==> src/design/thsc_pkg.sv <==
// Shared types and constants for the temperature / humidity conditioner.
// Used by the core and by its port checker; no dependencies.
package thsc_pkg;

    // Field widths and value limits
    localparam int ADC_W   = 10;
    localparam int VAL_W   = 14;
    localparam int SUM_W   = 16;
    localparam int CNT_W   = 7;
    localparam int KIND_W  = 2;
    localparam int TAG_W   = 4;

    localparam logic signed [VAL_W-1:0] VAL_MAX = 14'sd8191;
    localparam logic signed [VAL_W-1:0] VAL_MIN = -14'sd8192;
    localparam logic [VAL_W-1:0]        NEG_LIMIT = 14'h2000;

    localparam logic [CNT_W-1:0] MAX_SAMPLES = 7'd64;

    // Datapath widths, sized for the widest converter (16 bits) and 16 sensors
    localparam int ACC_W   = 56;              // signed product accumulator
    localparam int DEN_W   = 44;              // divisor
    localparam int REM_W   = 56;              // division remainder
    localparam int Q_W     = 15;              // quotient bits, top one flags overflow
    localparam int DV_W    = DEN_W + Q_W - 1; // divisor shifted to quotient MSB
    localparam int MUL_B_W = 22;              // covers 62 * (2^16 - 1)
    localparam int P_W     = 23;              // sample count times full scale
    localparam int IT_W    = 4;
    localparam int GAIN_FRAC = 14;

    // Conversion constants
    localparam int K_TEMP_DEN  = 1638400;     // 100 * 16384
    localparam int K_CENTI     = 100;
    localparam int K_HALF_DEG  = 50000;
    localparam int K_COMP_BASE = 1054600;
    localparam int K_COMP_TEMP = 216;
    localparam int K_HUM_OFS   = 1600;
    localparam int K_HUM_SPAN  = 62;
    localparam int K_E4        = 10000;
    localparam int K_E3        = 1000;

    // Result kinds
    localparam logic [KIND_W-1:0] KIND_TEMP     = 2'd0;
    localparam logic [KIND_W-1:0] KIND_TEMP_AVG = 2'd1;
    localparam logic [KIND_W-1:0] KIND_HUM      = 2'd2;
    localparam logic [KIND_W-1:0] KIND_HUM_AVG  = 2'd3;

    // Input action codes
    localparam logic ACT_TEMP = 1'b0;
    localparam logic ACT_HUM  = 1'b1;

    // Register indexes (byte address / 4)
    localparam logic [1:0] REG_SUPPLY = 2'd0;
    localparam logic [1:0] REG_SPR    = 2'd1;
    localparam logic [1:0] REG_GAIN   = 2'd2;
    localparam logic [1:0] REG_OFFSET = 2'd3;

    // Register reset values
    localparam logic [12:0]        RST_SUPPLY = 13'd5000;
    localparam logic [CNT_W-1:0]   RST_SPR    = 7'd8;
    localparam logic [15:0]        RST_GAIN   = 16'd25836;
    localparam logic signed [15:0] RST_OFFSET = -16'sd8384;

    typedef enum logic [2:0] {
        ST_IDLE,
        ST_ACCUM,
        ST_LOAD,
        ST_MUL,
        ST_DSET,
        ST_DIV,
        ST_EMIT
    } state_t;

    // Micro-operations of the serial multiply-accumulate sequencer
    typedef enum logic [3:0] {
        OP_T_DEN,
        OP_T_SV,
        OP_T_X100,
        OP_T_X,
        OP_T_G,
        OP_T_OFF,
        OP_H_COMP,
        OP_H_DEN,
        OP_H_DIFF,
        OP_H_E4,
        OP_H_E3,
        OP_MEAN
    } op_t;

endpackage

==> src/design/temp_humidity_sensor_conditioner_core.sv <==
// Temperature / humidity conditioner core: accumulation, bit-serial MAC,
// restoring divider, result register and APB-style register file.
// Depends on thsc_pkg.
//
// Usage
//   Input channel (in_valid / in_stall): one transfer carries action, sensor
//   and adc_code. A temperature transfer adds to the sensor's accumulator;
//   once samples_per_reading samples are in, a reading is produced. A
//   humidity transfer always produces a reading. Sensors at or above
//   SENSOR_COUNT are taken and dropped.
//   Output channel (out_valid / out_stall): a per-sensor result, followed,
//   for the last sensor, by the cross-sensor average (last marks the final
//   result of each input transfer).
//   Sequencing: an accumulating sample passes through ST_ACCUM and returns
//   to idle. A reading runs a chain of multiplies and then the divide; an
//   average adds one more divide. Every multiply consumes one multiplier
//   bit per cycle from a shift register, and the divide produces one
//   quotient bit per cycle. One input is worked at a time; in_stall is
//   high from the accepting edge until the last result of that input sits
//   in the output register.
//   A stalled output holds its result; the core runs on and waits only
//   when it has a new result and the output register is still full.
//   Reset clears registers to their defaults, accumulators and stored
//   readings to zero; the block is ready in the first cycle after reset.
module temp_humidity_sensor_conditioner_core #(
    parameter int SENSOR_COUNT = 2,
    parameter int ADC_BITS     = 10
) (
    input  logic                              clk,
    input  logic                              rst_n,
    // register port
    input  logic                              psel,
    input  logic                              penable,
    input  logic                              pwrite,
    input  logic [3:0]                        paddr,
    input  logic [31:0]                       pwdata,
    output logic [31:0]                       prdata,
    output logic                              pready,
    // input channel
    input  logic                              in_valid,
    output logic                              in_stall,
    input  logic                              action,
    input  logic [thsc_pkg::TAG_W-1:0]        sensor,
    input  logic [thsc_pkg::ADC_W-1:0]        adc_code,
    // output channel
    output logic                              out_valid,
    input  logic                              out_stall,
    output logic [thsc_pkg::KIND_W-1:0]       kind,
    output logic [thsc_pkg::TAG_W-1:0]        sensor_tag,
    output logic signed [thsc_pkg::VAL_W-1:0] value_tenths,
    output logic                              last
);

    localparam int IDX_W = (SENSOR_COUNT > 1) ? $clog2(SENSOR_COUNT) : 1;
    localparam int TOT_W = thsc_pkg::VAL_W + IDX_W;
    localparam int FS    = (1 << ADC_BITS) - 1;
    localparam int HUM_OFS  = thsc_pkg::K_HUM_OFS * FS;
    localparam int HUM_SPAN = thsc_pkg::K_HUM_SPAN * FS;
    localparam logic [thsc_pkg::ADC_W-1:0] CODE_MASK = thsc_pkg::ADC_W'(FS);

    localparam int ACC_W = thsc_pkg::ACC_W;
    localparam int VAL_W = thsc_pkg::VAL_W;

    // ------------------------------------------------------------------
    // Register file
    // ------------------------------------------------------------------
    logic [12:0]                  supply_reg;
    logic [thsc_pkg::CNT_W-1:0]   spr_reg;
    logic [15:0]                  gain_reg;
    logic signed [15:0]           offset_reg;
    logic                         cfg_wr;

    assign pready = 1'b1;
    assign cfg_wr = psel && penable && pwrite;

    always_ff @(posedge clk or negedge rst_n)
    begin
        if (!rst_n)
        begin
            supply_reg <= thsc_pkg::RST_SUPPLY;
            spr_reg    <= thsc_pkg::RST_SPR;
            gain_reg   <= thsc_pkg::RST_GAIN;
            offset_reg <= thsc_pkg::RST_OFFSET;
        end
        else if (cfg_wr)
        begin
            unique case (paddr[3:2])
                thsc_pkg::REG_SUPPLY: supply_reg <= pwdata[12:0];
                thsc_pkg::REG_SPR:    spr_reg    <= pwdata[thsc_pkg::CNT_W-1:0];
                thsc_pkg::REG_GAIN:   gain_reg   <= pwdata[15:0];
                thsc_pkg::REG_OFFSET: offset_reg <= $signed(pwdata[15:0]);
            endcase
        end
    end

    always_comb
    begin
        unique case (paddr[3:2])
            thsc_pkg::REG_SUPPLY: prdata = 32'(supply_reg);
            thsc_pkg::REG_SPR:    prdata = 32'(spr_reg);
            thsc_pkg::REG_GAIN:   prdata = 32'(gain_reg);
            thsc_pkg::REG_OFFSET: prdata = 32'(offset_reg);
        endcase
    end

    // ------------------------------------------------------------------
    // State
    // ------------------------------------------------------------------
    thsc_pkg::state_t state_reg, state_next;
    thsc_pkg::op_t    op_reg, op_next;

    logic                         action_reg, action_next;
    logic [thsc_pkg::TAG_W-1:0]   sensor_reg, sensor_next;
    logic [thsc_pkg::ADC_W-1:0]   code_reg, code_next;

    // per-sensor accumulators and stored readings
    logic [thsc_pkg::SUM_W-1:0]   sum_arr_reg  [SENSOR_COUNT];
    logic [thsc_pkg::SUM_W-1:0]   sum_arr_next [SENSOR_COUNT];
    logic [thsc_pkg::CNT_W-1:0]   cnt_arr_reg  [SENSOR_COUNT];
    logic [thsc_pkg::CNT_W-1:0]   cnt_arr_next [SENSOR_COUNT];
    logic signed [VAL_W-1:0]      temp_arr_reg [SENSOR_COUNT];
    logic signed [VAL_W-1:0]      temp_arr_next[SENSOR_COUNT];
    logic signed [VAL_W-1:0]      hum_arr_reg  [SENSOR_COUNT];
    logic signed [VAL_W-1:0]      hum_arr_next [SENSOR_COUNT];
    // running totals of the stored readings, for the averages
    logic signed [TOT_W-1:0]      temp_tot_reg, temp_tot_next;
    logic signed [TOT_W-1:0]      hum_tot_reg, hum_tot_next;

    // MAC and divider datapath
    logic [thsc_pkg::SUM_W-1:0]   sum_reg, sum_next;
    logic [thsc_pkg::P_W-1:0]     p_reg, p_next;
    logic signed [ACC_W-1:0]      acc_reg, acc_next;
    logic signed [ACC_W-1:0]      a_reg, a_next;
    logic [thsc_pkg::MUL_B_W-1:0] b_reg, b_next;
    logic [thsc_pkg::DEN_W-1:0]   den_reg, den_next;
    logic                         comp_bad_reg, comp_bad_next;
    logic                         mean_reg, mean_next;
    logic [thsc_pkg::REM_W-1:0]   rem_reg, rem_next;
    logic [thsc_pkg::DV_W-1:0]    dv_reg, dv_next;
    logic [thsc_pkg::Q_W-1:0]     q_reg, q_next;
    logic                         neg_reg, neg_next;
    logic [thsc_pkg::IT_W-1:0]    it_reg, it_next;

    // output register
    logic                         out_valid_reg, out_valid_next;
    logic [thsc_pkg::KIND_W-1:0]  out_kind_reg, out_kind_next;
    logic [thsc_pkg::TAG_W-1:0]   out_tag_reg, out_tag_next;
    logic signed [VAL_W-1:0]      out_val_reg, out_val_next;
    logic                         out_last_reg, out_last_next;

    // helpers
    logic [IDX_W-1:0]             idx;
    logic                         sensor_ok;
    logic                         is_last;
    logic [thsc_pkg::CNT_W-1:0]   target;
    logic [thsc_pkg::SUM_W-1:0]   new_sum;
    logic [thsc_pkg::CNT_W-1:0]   new_cnt;
    logic [ACC_W-1:0]             acc_mag;
    logic [ACC_W-1:0]             p_wide;
    logic [15:0]                  off_mag;
    logic                         div_ge;
    logic signed [VAL_W-1:0]      div_val;
    logic signed [VAL_W-1:0]      result_val;
    logic signed [VAL_W-1:0]      old_val;

    assign idx       = sensor_reg[IDX_W-1:0];
    assign sensor_ok = {1'b0, sensor} < (thsc_pkg::TAG_W + 1)'(SENSOR_COUNT);
    assign is_last   = sensor_reg == thsc_pkg::TAG_W'(SENSOR_COUNT - 1);
    assign in_stall  = state_reg != thsc_pkg::ST_IDLE;

    // zero acts as one, anything above the limit as the limit
    always_comb
    begin
        priority if (spr_reg == '0)
            target = thsc_pkg::CNT_W'(1);
        else if (spr_reg > thsc_pkg::MAX_SAMPLES)
            target = thsc_pkg::MAX_SAMPLES;
        else
            target = spr_reg;
    end

    assign new_sum = sum_arr_reg[idx] + thsc_pkg::SUM_W'(code_reg);
    assign new_cnt = cnt_arr_reg[idx] + thsc_pkg::CNT_W'(1);
    assign acc_mag = acc_reg[ACC_W-1] ? ACC_W'(-acc_reg) : ACC_W'(acc_reg);
    assign p_wide  = ACC_W'(p_reg);
    assign off_mag = offset_reg[15] ? 16'(-offset_reg) : 16'(offset_reg);
    assign div_ge  = thsc_pkg::DV_W'(rem_reg) >= dv_reg;
    assign old_val = action_reg ? hum_arr_reg[idx] : temp_arr_reg[idx];

    // quotient magnitude to saturated signed tenths
    always_comb
    begin
        priority if (q_reg[thsc_pkg::Q_W-1])
            div_val = neg_reg ? thsc_pkg::VAL_MIN : thsc_pkg::VAL_MAX;
        else if (!neg_reg)
            div_val = q_reg[VAL_W-1] ? thsc_pkg::VAL_MAX : $signed(q_reg[VAL_W-1:0]);
        else if (q_reg[VAL_W-1:0] > thsc_pkg::NEG_LIMIT)
            div_val = thsc_pkg::VAL_MIN;
        else
            div_val = $signed(-q_reg[VAL_W-1:0]);
    end

    // non-positive compensation divisor: saturate on the sign of the numerator
    assign result_val = comp_bad_reg
        ? (acc_reg[ACC_W-1] ? thsc_pkg::VAL_MIN : thsc_pkg::VAL_MAX)
        : div_val;

    // ------------------------------------------------------------------
    // Sequencer: next state and datapath
    // ------------------------------------------------------------------
    always_comb
    begin
        state_next     = state_reg;
        op_next        = op_reg;
        action_next    = action_reg;
        sensor_next    = sensor_reg;
        code_next      = code_reg;
        sum_arr_next   = sum_arr_reg;
        cnt_arr_next   = cnt_arr_reg;
        temp_arr_next  = temp_arr_reg;
        hum_arr_next   = hum_arr_reg;
        temp_tot_next  = temp_tot_reg;
        hum_tot_next   = hum_tot_reg;
        sum_next       = sum_reg;
        p_next         = p_reg;
        acc_next       = acc_reg;
        a_next         = a_reg;
        b_next         = b_reg;
        den_next       = den_reg;
        comp_bad_next  = comp_bad_reg;
        mean_next      = mean_reg;
        rem_next       = rem_reg;
        dv_next        = dv_reg;
        q_next         = q_reg;
        neg_next       = neg_reg;
        it_next        = it_reg;
        out_valid_next = out_valid_reg && out_stall;
        out_kind_next  = out_kind_reg;
        out_tag_next   = out_tag_reg;
        out_val_next   = out_val_reg;
        out_last_next  = out_last_reg;

        unique case (state_reg)
            thsc_pkg::ST_IDLE:
            begin
                if (in_valid && sensor_ok)
                begin
                    action_next = action;
                    sensor_next = sensor;
                    code_next   = adc_code & CODE_MASK;
                    mean_next   = 1'b0;
                    if (action == thsc_pkg::ACT_HUM)
                    begin
                        op_next    = thsc_pkg::OP_H_COMP;
                        state_next = thsc_pkg::ST_LOAD;
                    end
                    else
                    begin
                        state_next = thsc_pkg::ST_ACCUM;
                    end
                end
            end

            thsc_pkg::ST_ACCUM:
            begin
                if (new_cnt < target)
                begin
                    sum_arr_next[idx] = new_sum;
                    cnt_arr_next[idx] = new_cnt;
                    state_next        = thsc_pkg::ST_IDLE;
                end
                else
                begin
                    sum_arr_next[idx] = '0;
                    cnt_arr_next[idx] = '0;
                    sum_next          = new_sum;
                    // n * FS
                    p_next = (thsc_pkg::P_W'(new_cnt) << ADC_BITS) - thsc_pkg::P_W'(new_cnt);
                    op_next    = thsc_pkg::OP_T_DEN;
                    state_next = thsc_pkg::ST_LOAD;
                end
            end

            thsc_pkg::ST_LOAD:
            begin
                state_next = thsc_pkg::ST_MUL;
                unique case (op_reg)
                    // den = n*FS * 1638400
                    thsc_pkg::OP_T_DEN:
                    begin
                        comp_bad_next = 1'b0;
                        acc_next = '0;
                        a_next   = $signed(p_wide);
                        b_next   = thsc_pkg::MUL_B_W'(thsc_pkg::K_TEMP_DEN);
                    end
                    // sum * mV
                    thsc_pkg::OP_T_SV:
                    begin
                        den_next = thsc_pkg::DEN_W'(acc_reg);
                        acc_next = '0;
                        a_next   = $signed(ACC_W'(sum_reg));
                        b_next   = thsc_pkg::MUL_B_W'(supply_reg);
                    end
                    thsc_pkg::OP_T_X100:
                    begin
                        acc_next = '0;
                        a_next   = acc_reg;
                        b_next   = thsc_pkg::MUL_B_W'(thsc_pkg::K_CENTI);
                    end
                    // x = 100*sum*mV - 50000*n*FS
                    thsc_pkg::OP_T_X:
                    begin
                        a_next = $signed(-p_wide);
                        b_next = thsc_pkg::MUL_B_W'(thsc_pkg::K_HALF_DEG);
                    end
                    thsc_pkg::OP_T_G:
                    begin
                        acc_next = '0;
                        a_next   = acc_reg;
                        b_next   = thsc_pkg::MUL_B_W'(gain_reg);
                    end
                    // + offset * n*FS * 16384, sign moved onto the multiplicand
                    thsc_pkg::OP_T_OFF:
                    begin
                        a_next = offset_reg[15]
                            ? $signed(-(p_wide << thsc_pkg::GAIN_FRAC))
                            : $signed(p_wide << thsc_pkg::GAIN_FRAC);
                        b_next = thsc_pkg::MUL_B_W'(off_mag);
                    end
                    // comp = 1054600 - 216*T
                    thsc_pkg::OP_H_COMP:
                    begin
                        acc_next = ACC_W'(thsc_pkg::K_COMP_BASE);
                        a_next   = -ACC_W'(temp_arr_reg[idx]);
                        b_next   = thsc_pkg::MUL_B_W'(thsc_pkg::K_COMP_TEMP);
                    end
                    // den = comp * 62*FS
                    thsc_pkg::OP_H_DEN:
                    begin
                        comp_bad_next = acc_reg[ACC_W-1] || (acc_reg == '0);
                        acc_next = '0;
                        a_next   = acc_reg;
                        b_next   = thsc_pkg::MUL_B_W'(HUM_SPAN);
                    end
                    // 10000*code - 1600*FS
                    thsc_pkg::OP_H_DIFF:
                    begin
                        den_next = thsc_pkg::DEN_W'(acc_reg);
                        acc_next = -ACC_W'(HUM_OFS);
                        a_next   = $signed(ACC_W'(code_reg));
                        b_next   = thsc_pkg::MUL_B_W'(thsc_pkg::K_E4);
                    end
                    thsc_pkg::OP_H_E4:
                    begin
                        acc_next = '0;
                        a_next   = acc_reg;
                        b_next   = thsc_pkg::MUL_B_W'(thsc_pkg::K_E4);
                    end
                    thsc_pkg::OP_H_E3:
                    begin
                        acc_next = '0;
                        a_next   = acc_reg;
                        b_next   = thsc_pkg::MUL_B_W'(thsc_pkg::K_E3);
                    end
                    // average: running total over the sensor count
                    thsc_pkg::OP_MEAN:
                    begin
                        comp_bad_next = 1'b0;
                        acc_next = action_reg ? ACC_W'(hum_tot_reg) : ACC_W'(temp_tot_reg);
                        den_next = thsc_pkg::DEN_W'(SENSOR_COUNT);
                        a_next   = '0;
                        b_next   = '0;
                    end
                    default:
                    begin
                        state_next = thsc_pkg::ST_IDLE;
                    end
                endcase
            end

            // one multiplier bit per cycle
            thsc_pkg::ST_MUL:
            begin
                if (b_reg == '0)
                begin
                    state_next = thsc_pkg::ST_LOAD;
                    unique case (op_reg)
                        thsc_pkg::OP_T_DEN:  op_next = thsc_pkg::OP_T_SV;
                        thsc_pkg::OP_T_SV:   op_next = thsc_pkg::OP_T_X100;
                        thsc_pkg::OP_T_X100: op_next = thsc_pkg::OP_T_X;
                        thsc_pkg::OP_T_X:    op_next = thsc_pkg::OP_T_G;
                        thsc_pkg::OP_T_G:    op_next = thsc_pkg::OP_T_OFF;
                        thsc_pkg::OP_H_COMP: op_next = thsc_pkg::OP_H_DEN;
                        thsc_pkg::OP_H_DEN:  op_next = thsc_pkg::OP_H_DIFF;
                        thsc_pkg::OP_H_DIFF: op_next = thsc_pkg::OP_H_E4;
                        thsc_pkg::OP_H_E4:   op_next = thsc_pkg::OP_H_E3;
                        thsc_pkg::OP_T_OFF,
                        thsc_pkg::OP_H_E3,
                        thsc_pkg::OP_MEAN:   state_next = thsc_pkg::ST_DSET;
                        default:             state_next = thsc_pkg::ST_IDLE;
                    endcase
                end
                else
                begin
                    acc_next = acc_reg + (b_reg[0] ? a_reg : ACC_W'(0));
                    a_next   = a_reg <<< 1;
                    b_next   = b_reg >> 1;
                end
            end

            // |num| + den/2, divisor aligned to the overflow bit
            thsc_pkg::ST_DSET:
            begin
                neg_next   = acc_reg[ACC_W-1];
                rem_next   = thsc_pkg::REM_W'(acc_mag) + thsc_pkg::REM_W'(den_reg >> 1);
                dv_next    = thsc_pkg::DV_W'(den_reg) << (thsc_pkg::Q_W - 1);
                q_next     = '0;
                it_next    = '0;
                state_next = thsc_pkg::ST_DIV;
            end

            // restoring divide, one quotient bit per cycle
            thsc_pkg::ST_DIV:
            begin
                if (div_ge)
                    rem_next = rem_reg - dv_reg[thsc_pkg::REM_W-1:0];
                q_next  = {q_reg[thsc_pkg::Q_W-2:0], div_ge};
                dv_next = dv_reg >> 1;
                it_next = it_reg + thsc_pkg::IT_W'(1);
                if (it_reg == thsc_pkg::IT_W'(thsc_pkg::Q_W - 1))
                    state_next = thsc_pkg::ST_EMIT;
            end

            thsc_pkg::ST_EMIT:
            begin
                if (!out_valid_reg || !out_stall)
                begin
                    out_valid_next = 1'b1;
                    out_val_next   = result_val;
                    if (!mean_reg)
                    begin
                        out_kind_next = action_reg ? thsc_pkg::KIND_HUM : thsc_pkg::KIND_TEMP;
                        out_tag_next  = sensor_reg;
                        out_last_next = !is_last;
                        if (action_reg)
                        begin
                            hum_arr_next[idx] = result_val;
                            hum_tot_next = hum_tot_reg + TOT_W'(result_val) - TOT_W'(old_val);
                        end
                        else
                        begin
                            temp_arr_next[idx] = result_val;
                            temp_tot_next = temp_tot_reg + TOT_W'(result_val)
                                          - TOT_W'(old_val);
                        end
                        if (is_last)
                        begin
                            mean_next  = 1'b1;
                            op_next    = thsc_pkg::OP_MEAN;
                            state_next = thsc_pkg::ST_LOAD;
                        end
                        else
                        begin
                            state_next = thsc_pkg::ST_IDLE;
                        end
                    end
                    else
                    begin
                        out_kind_next = action_reg ? thsc_pkg::KIND_HUM_AVG
                                                   : thsc_pkg::KIND_TEMP_AVG;
                        out_tag_next  = '0;
                        out_last_next = 1'b1;
                        mean_next     = 1'b0;
                        state_next    = thsc_pkg::ST_IDLE;
                    end
                end
            end

            default:
            begin
                state_next = thsc_pkg::ST_IDLE;
            end
        endcase
    end

    // control and architectural state
    always_ff @(posedge clk or negedge rst_n)
    begin
        if (!rst_n)
        begin
            state_reg     <= thsc_pkg::ST_IDLE;
            op_reg        <= thsc_pkg::OP_T_DEN;
            mean_reg      <= 1'b0;
            comp_bad_reg  <= 1'b0;
            out_valid_reg <= 1'b0;
            temp_tot_reg  <= '0;
            hum_tot_reg   <= '0;
            for (int i = 0; i < SENSOR_COUNT; i++)
            begin
                sum_arr_reg[i]  <= '0;
                cnt_arr_reg[i]  <= '0;
                temp_arr_reg[i] <= '0;
                hum_arr_reg[i]  <= '0;
            end
        end
        else
        begin
            state_reg     <= state_next;
            op_reg        <= op_next;
            mean_reg      <= mean_next;
            comp_bad_reg  <= comp_bad_next;
            out_valid_reg <= out_valid_next;
            temp_tot_reg  <= temp_tot_next;
            hum_tot_reg   <= hum_tot_next;
            sum_arr_reg   <= sum_arr_next;
            cnt_arr_reg   <= cnt_arr_next;
            temp_arr_reg  <= temp_arr_next;
            hum_arr_reg   <= hum_arr_next;
        end
    end

    // payload
    always_ff @(posedge clk)
    begin
        action_reg   <= action_next;
        sensor_reg   <= sensor_next;
        code_reg     <= code_next;
        sum_reg      <= sum_next;
        p_reg        <= p_next;
        acc_reg      <= acc_next;
        a_reg        <= a_next;
        b_reg        <= b_next;
        den_reg      <= den_next;
        rem_reg      <= rem_next;
        dv_reg       <= dv_next;
        q_reg        <= q_next;
        neg_reg      <= neg_next;
        it_reg       <= it_next;
        out_kind_reg <= out_kind_next;
        out_tag_reg  <= out_tag_next;
        out_val_reg  <= out_val_next;
        out_last_reg <= out_last_next;
    end

    assign out_valid    = out_valid_reg;
    assign kind         = out_kind_reg;
    assign sensor_tag   = out_tag_reg;
    assign value_tenths = out_val_reg;
    assign last         = out_last_reg;

endmodule

==> config.mk <==
export PLATFORM = sky130hd
export DESIGN_NAME = temp_humidity_sensor_conditioner_core
export DESIGN_NICKNAME = d
export VERILOG_FILES = /design/src/design/thsc_pkg.sv /design/src/design/temp_humidity_sensor_conditioner_core.sv
export SDC_FILE = /design/constraint.sdc
export NUM_CORES = 2
export LEC_CHECK = 0
export BUFFER_PORTS_ARGS = -buffer_cell sky130_fd_sc_hd__buf_2
export CAP_MARGIN = 25
export CORE_ASPECT_RATIO = 1.25
export CORE_MARGIN = 2
export CORE_UTILIZATION = 40
export CTS_CLUSTER_SIZE = 10
export DETAILED_ROUTE_END_ITERATION = 8
export GPL_TIMING_DRIVEN = 0
export MAX_ROUTING_LAYER = met4
export PLACE_DENSITY = 0.63
export REMOVE_ABC_BUFFERS = 1
export SYNTH_ARGS = -nofsm -noshare
export SYNTH_HDL_FRONTEND = slang
export SYNTH_SLANG_ARGS = --single-unit
==> constraint.sdc <==
create_clock -name clk -period 7.7 [get_ports clk]
set_input_delay 1.155 -clock clk [delete_from_list [all_inputs] [get_ports clk]]
set_output_delay 1.155 -clock clk [all_outputs]
set_load 0.005 [all_outputs]
After elaboration in Yosys (flattened, before gate mapping). Index checks and enable logic that the tools add are counted.

Flip-flop bits (word level): 581. Input bits: 58. Output and inout bits: 56. Logic and storage cells: 240.

$add $sub $neg: 17. Order comparisons: 7. Eq/ne operators: 36. Muxes and demuxes: 86. Bitwise operators: 8. Reduce and logical (&&, ||, !) cells: 49.

Operators with widths (count): 56-bit case mux with 8 select lines (1); 56-bit two-way mux (7); 56-bit case mux with 2 select lines (3); 22-bit case mux with 11 select lines (1); 56-bit case mux with 4 select lines (1); 14-bit two-way mux (15); 32-bit case mux with 4 select lines (1); 58-bit case mux with 2 select lines (1); 44-bit case mux with 2 select lines (1); 16-bit two-way mux (5); 56-bit by 58-bit >= comparator with 1-bit output (1); 56-bit by 43-bit adder with 56-bit output (1); 56-bit adder (1); 28-bit bitwise mux (2); 56-bit zero test (1); 14-bit negator with 56-bit output (1); 23-bit negator with 56-bit output (1); 37-bit negator with 56-bit output (1); 56-bit negator (1); 56-bit subtractor (1); 22-bit case mux with 2 select lines (1); 7-bit two-way mux (6); 4-bit case mux with 9 select lines (1); 32-bit AND (1); 72 further kinds (147).

Depth between registers and ports, before layout.
Word-level depth: 8. Gate-level depth with buffers: 26. Depth with buffers taken out: 26.

Least setup slack after synthesis. OpenSTA, ideal clock, no wires.

Path kind: register to register. Start point: register sensor_reg[0] (netlist bit). End point: register hum_tot_reg[14]. Setup time: 0.126 ns. Data arrival time: 5.787 ns. Required time: 7.574 ns. Path slack: 1.787 ns. Stages on the path, launching flop included: 24. Path buffers: 7. Period minus slack after synthesis: 5.913 ns. Cell sequence: edfxtp_1 > clkbuf_1 > clkbuf_1 > buf_1 > buf_2 > buf_1 > buf_2 > buf_2 > mux2i_1 > mux2i_1 > fa_1 > inv_1 > fa_1 > a21o_1 > a21oi_1 > o21bai_1 > a21oi_1 > o21ba_2 > o21ai_0 > o41ai_1 > o21a_1 > xnor2_1 > nor2_1 > xor2_1.

Word-level cells in the longest chain between the ends: 6. Elaborated cells on any way between the ends: 9. Those cells by class: 1 x add/sub; 7 x mux; 1 x bitwise.

Ends and longest elaborated chain: start, declared (RTL line temp_humidity_sensor_conditioner_core.sv:113) `logic [thsc_pkg::TAG_W-1:0] sensor_reg, sensor_next;`; start signal, assigned (RTL line temp_humidity_sensor_conditioner_core.sv:526) `sensor_reg <= sensor_next;`; 1-bit inverter with 2-bit output (not written as such) (*) (RTL line temp_humidity_sensor_conditioner_core.sv:188) `assign old_val = action_reg ? hum_arr_reg[idx] : temp_arr_reg[idx];`; 14-bit two-way mux (not written as such) (3 in series) (RTL line temp_humidity_sensor_conditioner_core.sv:188); 14-bit two-way mux (*) (RTL line temp_humidity_sensor_conditioner_core.sv:188); 15-bit by 14-bit subtractor with 15-bit output (*) (RTL line temp_humidity_sensor_conditioner_core.sv:448) `hum_tot_next = hum_tot_reg + TOT_W'(result_val) - TOT_W'(old_val);`; end signal, assigned (RTL line temp_humidity_sensor_conditioner_core.sv:514) `hum_tot_reg <= hum_tot_next;`; end, declared (RTL line temp_humidity_sensor_conditioner_core.sv:127) `logic signed [TOT_W-1:0] hum_tot_reg, hum_tot_next;`.

Every way passes the cells marked *; elsewhere a longest branch is shown, timed or not. The select of a mux whose other input is x is not followed. A chain may end at the register's enable or synchronous reset.

Final worst setup path.
Start point: register acc_reg[0]. End point: register rem_reg[46] (netlist bit), data pin.

Word-level cells in the longest chain between the ends: 4.

Ends and longest elaborated chain: start, declared (RTL line temp_humidity_sensor_conditioner_core.sv:132) `logic signed [ACC_W-1:0] acc_reg, acc_next;`; start signal, assigned (RTL line temp_humidity_sensor_conditioner_core.sv:530) `acc_reg <= acc_next;`; 56-bit negator (RTL line temp_humidity_sensor_conditioner_core.sv:184) `assign acc_mag = acc_reg[ACC_W-1] ? ACC_W'(-acc_reg) : ACC_W'(acc_reg);`; 56-bit two-way mux (*) (RTL line temp_humidity_sensor_conditioner_core.sv:184); 56-bit by 43-bit adder with 56-bit output (*) (RTL line temp_humidity_sensor_conditioner_core.sv:415) `rem_next = thsc_pkg::REM_W'(acc_mag) + thsc_pkg::REM_W'(den_reg >> 1);`; 56-bit case mux with 2 select lines (*) (RTL line temp_humidity_sensor_conditioner_core.sv:243) `unique case (state_reg)`; net rem_next, one bit (RTL line temp_humidity_sensor_conditioner_core.sv:138) `logic [thsc_pkg::REM_W-1:0] rem_reg, rem_next;`; end signal, assigned (RTL line temp_humidity_sensor_conditioner_core.sv:534) `rem_reg <= rem_next;`; end, declared (RTL line temp_humidity_sensor_conditioner_core.sv:138).

The timed path passes the listed nets; every way through them passes the cells marked *.

==> run summary <==
Leak = 17.8 nW
Iteration count of the initial detailed-routing pass = 8
CP peak stage delay = 0.82 ns
Overflow after GRT = 0
First-pass GRT wire length = 173 mm
Final worst path period share = 95.3%
Commonest non-fill, non-tap cells in the layout = 468 x nand2_1, 423 x o21ai_0, 381 x edfxtp_1
Vias = 31.9k
IO Count = 114
Commonest non-fill, non-tap cell in the layout = nand2_1
Fraction of registers with async set/reset = 33.7%
DR WL/cell = 19.7 um
Worst min path class = reg -> reg
Crit-path slowest cell = nor3_1
Max Fclk = 136 MHz
Slew HR = 28.1%
CP cell instances = nor3_1 > nand3_1 > or2_2 > or3_1 > o41ai_1 > xnor2_1 > ha_1 > and3_1 > nand2_1 > a2111oi_0 > nor3b_1 > o21ai_0 > a22oi_1 > a221oi_1 > or4_1 > xnor2_1 > a21oi_1
Initial core utilization = 40.3%
Area Overhead vs Synth = 10.6%
Placed instance count = 5492
CTS Root Cell = clkbuf_16
Vias per cell = 5.68
Mapped Avg Cell Area = 9.29 um^2
Antenna-violating nets left = 0
Worst-Margin Slew = 1.08 ns
Post-CTS Setup Bufs = 0
FILL cells = 9512
CP Buf/Inv Count = 0
Largest delay share family, worst path = simple AND/OR/NAND/NOR gates
PD cells = 456 mW/mm^2
Largest register FFs = 58
HPWL Detailed = 82.8 mm
Worst clock skew = 0.0330 ns
Setup Crit Path Kind = reg -> reg
Die height = 357 um
Synth Instances = 4281
Core Rows = 129
Syn. warnings = 0
Register area share after synthesis = 41.0%
Largest net degree at the start of global routing = 112
Core area = 0.0988 mm^2
Initial antenna violation count = 2
Most used cell, CP = xnor2_1
Critical Path End Type = register
Final Util = 44.5%
Slew Viols, Final = 0
CTS tree = built
Pwr Total = 20.1 mW
Final Hold Vio Count = 0
Top_reg_cell synth = edfxtp_1
Synth top area share = 28.8%
Total wire length = 111 mm
Clk sink count = 575
Netlist cell types = 84
GR Util met3 = 2.40%
Met2 GRT Util = 37.4%
Synth Register Bits = 575
Number of global-route vias before repair = 30.7k
Num CTS Buffers = 70
Worst Path Arrival = 7.70 ns
Final min period = 7.34 ns
Number of hold buffers added after cts = 0
Starting DRT DRC Count = 2420
Post-synth top area cell = edfxtp_1
Status = finished clean
Maxcap violations = 0
Startpoint Class = register
Die Span X = 286 um
CTS Buffer Depth = 3
Pre-CTS worst setup slack = 0.254 ns
Post-route non-filler standard cell count = 5615
Resized Gates After CTS = 0
Total GRT Usage = 22.0%
H-tree levels = 3
Layout cells sized above 1 = 9.16%
Required @ worst endpoint = 8.06 ns
Number of remaining DRC errors = 0
Post-synth EDFFs = 381
Final setup fails = 0
RSZ-0062 raised after global routing = no
Die area = 0.102 mm^2
Dominant cells by area after synthesis = edfxtp_1 29%, dfrtp_1 11%, ha_1 7.2%, o21ai_0 5.3%, nand2_1 4.5%
Cell Area, Synth = 0.0398 mm^2
Busiest grt layer = met2
Nets = 4574
Crit path max fanout = 7
Worst vdd ir = 0.249 mV
Port buffer count = 94
Final critical-path setup slack = 0.362 ns
Routability cong. = 0.914
Clk Latency, worst-skew pair = 0.65 ns
Clock-pin slew on the worst setup and hold paths = 0.06 ns
Grt met1 use = 26.2%
[layer usage]
| layer | part of all wire (%) | vias up | routed length (um) |
|---|---|---|---|
| li1 | - | 15406 | - |
| met1 | 42 | 15343 | 46000 |
| met2 | 50 | 903 | 54900 |
| met3 | 4.5 | 222 | 4940 |
| met4 | 4.5 | 0 | 4930 |
| met5 | 0 | - | 0 |
[through the flow]
stage	instance area (um^2)	hold WS (ns)	setup TNS, ns
global route	44000	0.483	0
detailed placement	41900	0.453	0
finish	44000	0.464	0
floorplan	38800	0.435	0
CTS	43900	0.465	0
global placement	41000	0.450	-471.26
[power by group]
part / switching (mW) / internal [mW]
clock: 1.32 / 1.80
combinational: 6.66 / 4.59
sequential: 0.921 / 4.78
total: 8.91 / 11.2
[worst reg2reg max path, cell delays in order, from the launching register on]
cell and delay [ns]:
edfxtp_1 0.52, nor3_1 0.82, nand3_1 0.49, or2_2 0.55, or3_1 0.36, o41ai_1 0.31
xnor2_1 0.14, ha_1 0.38, and3_1 0.24, nand2_1 0.09, a2111oi_0 0.54, nor3b_1 0.59
o21ai_0 0.33, a22oi_1 0.50, a221oi_1 0.24, or4_1 0.59, xnor2_1 0.24, a21oi_1 0.11
[worst paths after layout]
path / to / start / cells after the start / slack (ns)
max: rem_reg[46] / acc_reg[0] / 17 / 0.36
min: temp_tot_reg[14] / temp_tot_reg[14] / 1 / 0.46
max reg2reg: rem_reg[46] / acc_reg[0] / 17 / 0.36
min reg2reg: temp_tot_reg[14] / temp_tot_reg[14] / 1 / 0.46
max in group asynchronous: gain_reg[11] / rst_n / 2 / 6.08
min in group asynchronous: hum_arr_reg[19] / rst_n / 1 / 0.51
[cells in the mapped netlist (all sizes together), types with 32 or more instances]
library cell	n
nand2b	39
dfrtp	172
clkbuf	185
edfxtp	381
o31ai	37
mux2	70
nand2	473
and2	109
inv	249
xnor2	196
xor2	98
nand4	45
and3	36
nor2b	48
nand3	66
nor3	51
nor2	266
o21ai	434
a21o	91
a21oi	324
a221oi	37
buf	46
mux2i	55
o21a	48
or3	39
ha	229
a31oi	57
fa	32
[logic make-up after synthesis]
logic type	count (synthesis)	synth area share, %
other	2	0.0189
xor gates and xnor gates	294	6.49
and+or+nand+nor	1271	15.3
AOI/OAI and AO/OA	1254	19.3
adders and majority gates	261	8.81
buffers and inverters	481	4.71
muxes	143	4.38
DFF	575	41.0
[cell type report]
cell class / instances / area, um^2 / share of cell area [%]
clock buffers: 110 / 1990 / 4.52
clock inverters: 10 / 97.6 / 0.222
inverters: 250 / 941 / 2.14
flip-flops and latches: 575 / 16300 / 37.1
repair buffers: 133 / 1270 / 2.89
multi-input cells: 3225 / 21700 / 49.4
diodes: 2 / 5.00 / 0.0114
well taps: 1310 / 1640 / 3.73
(Power assumes the default switching activity.)
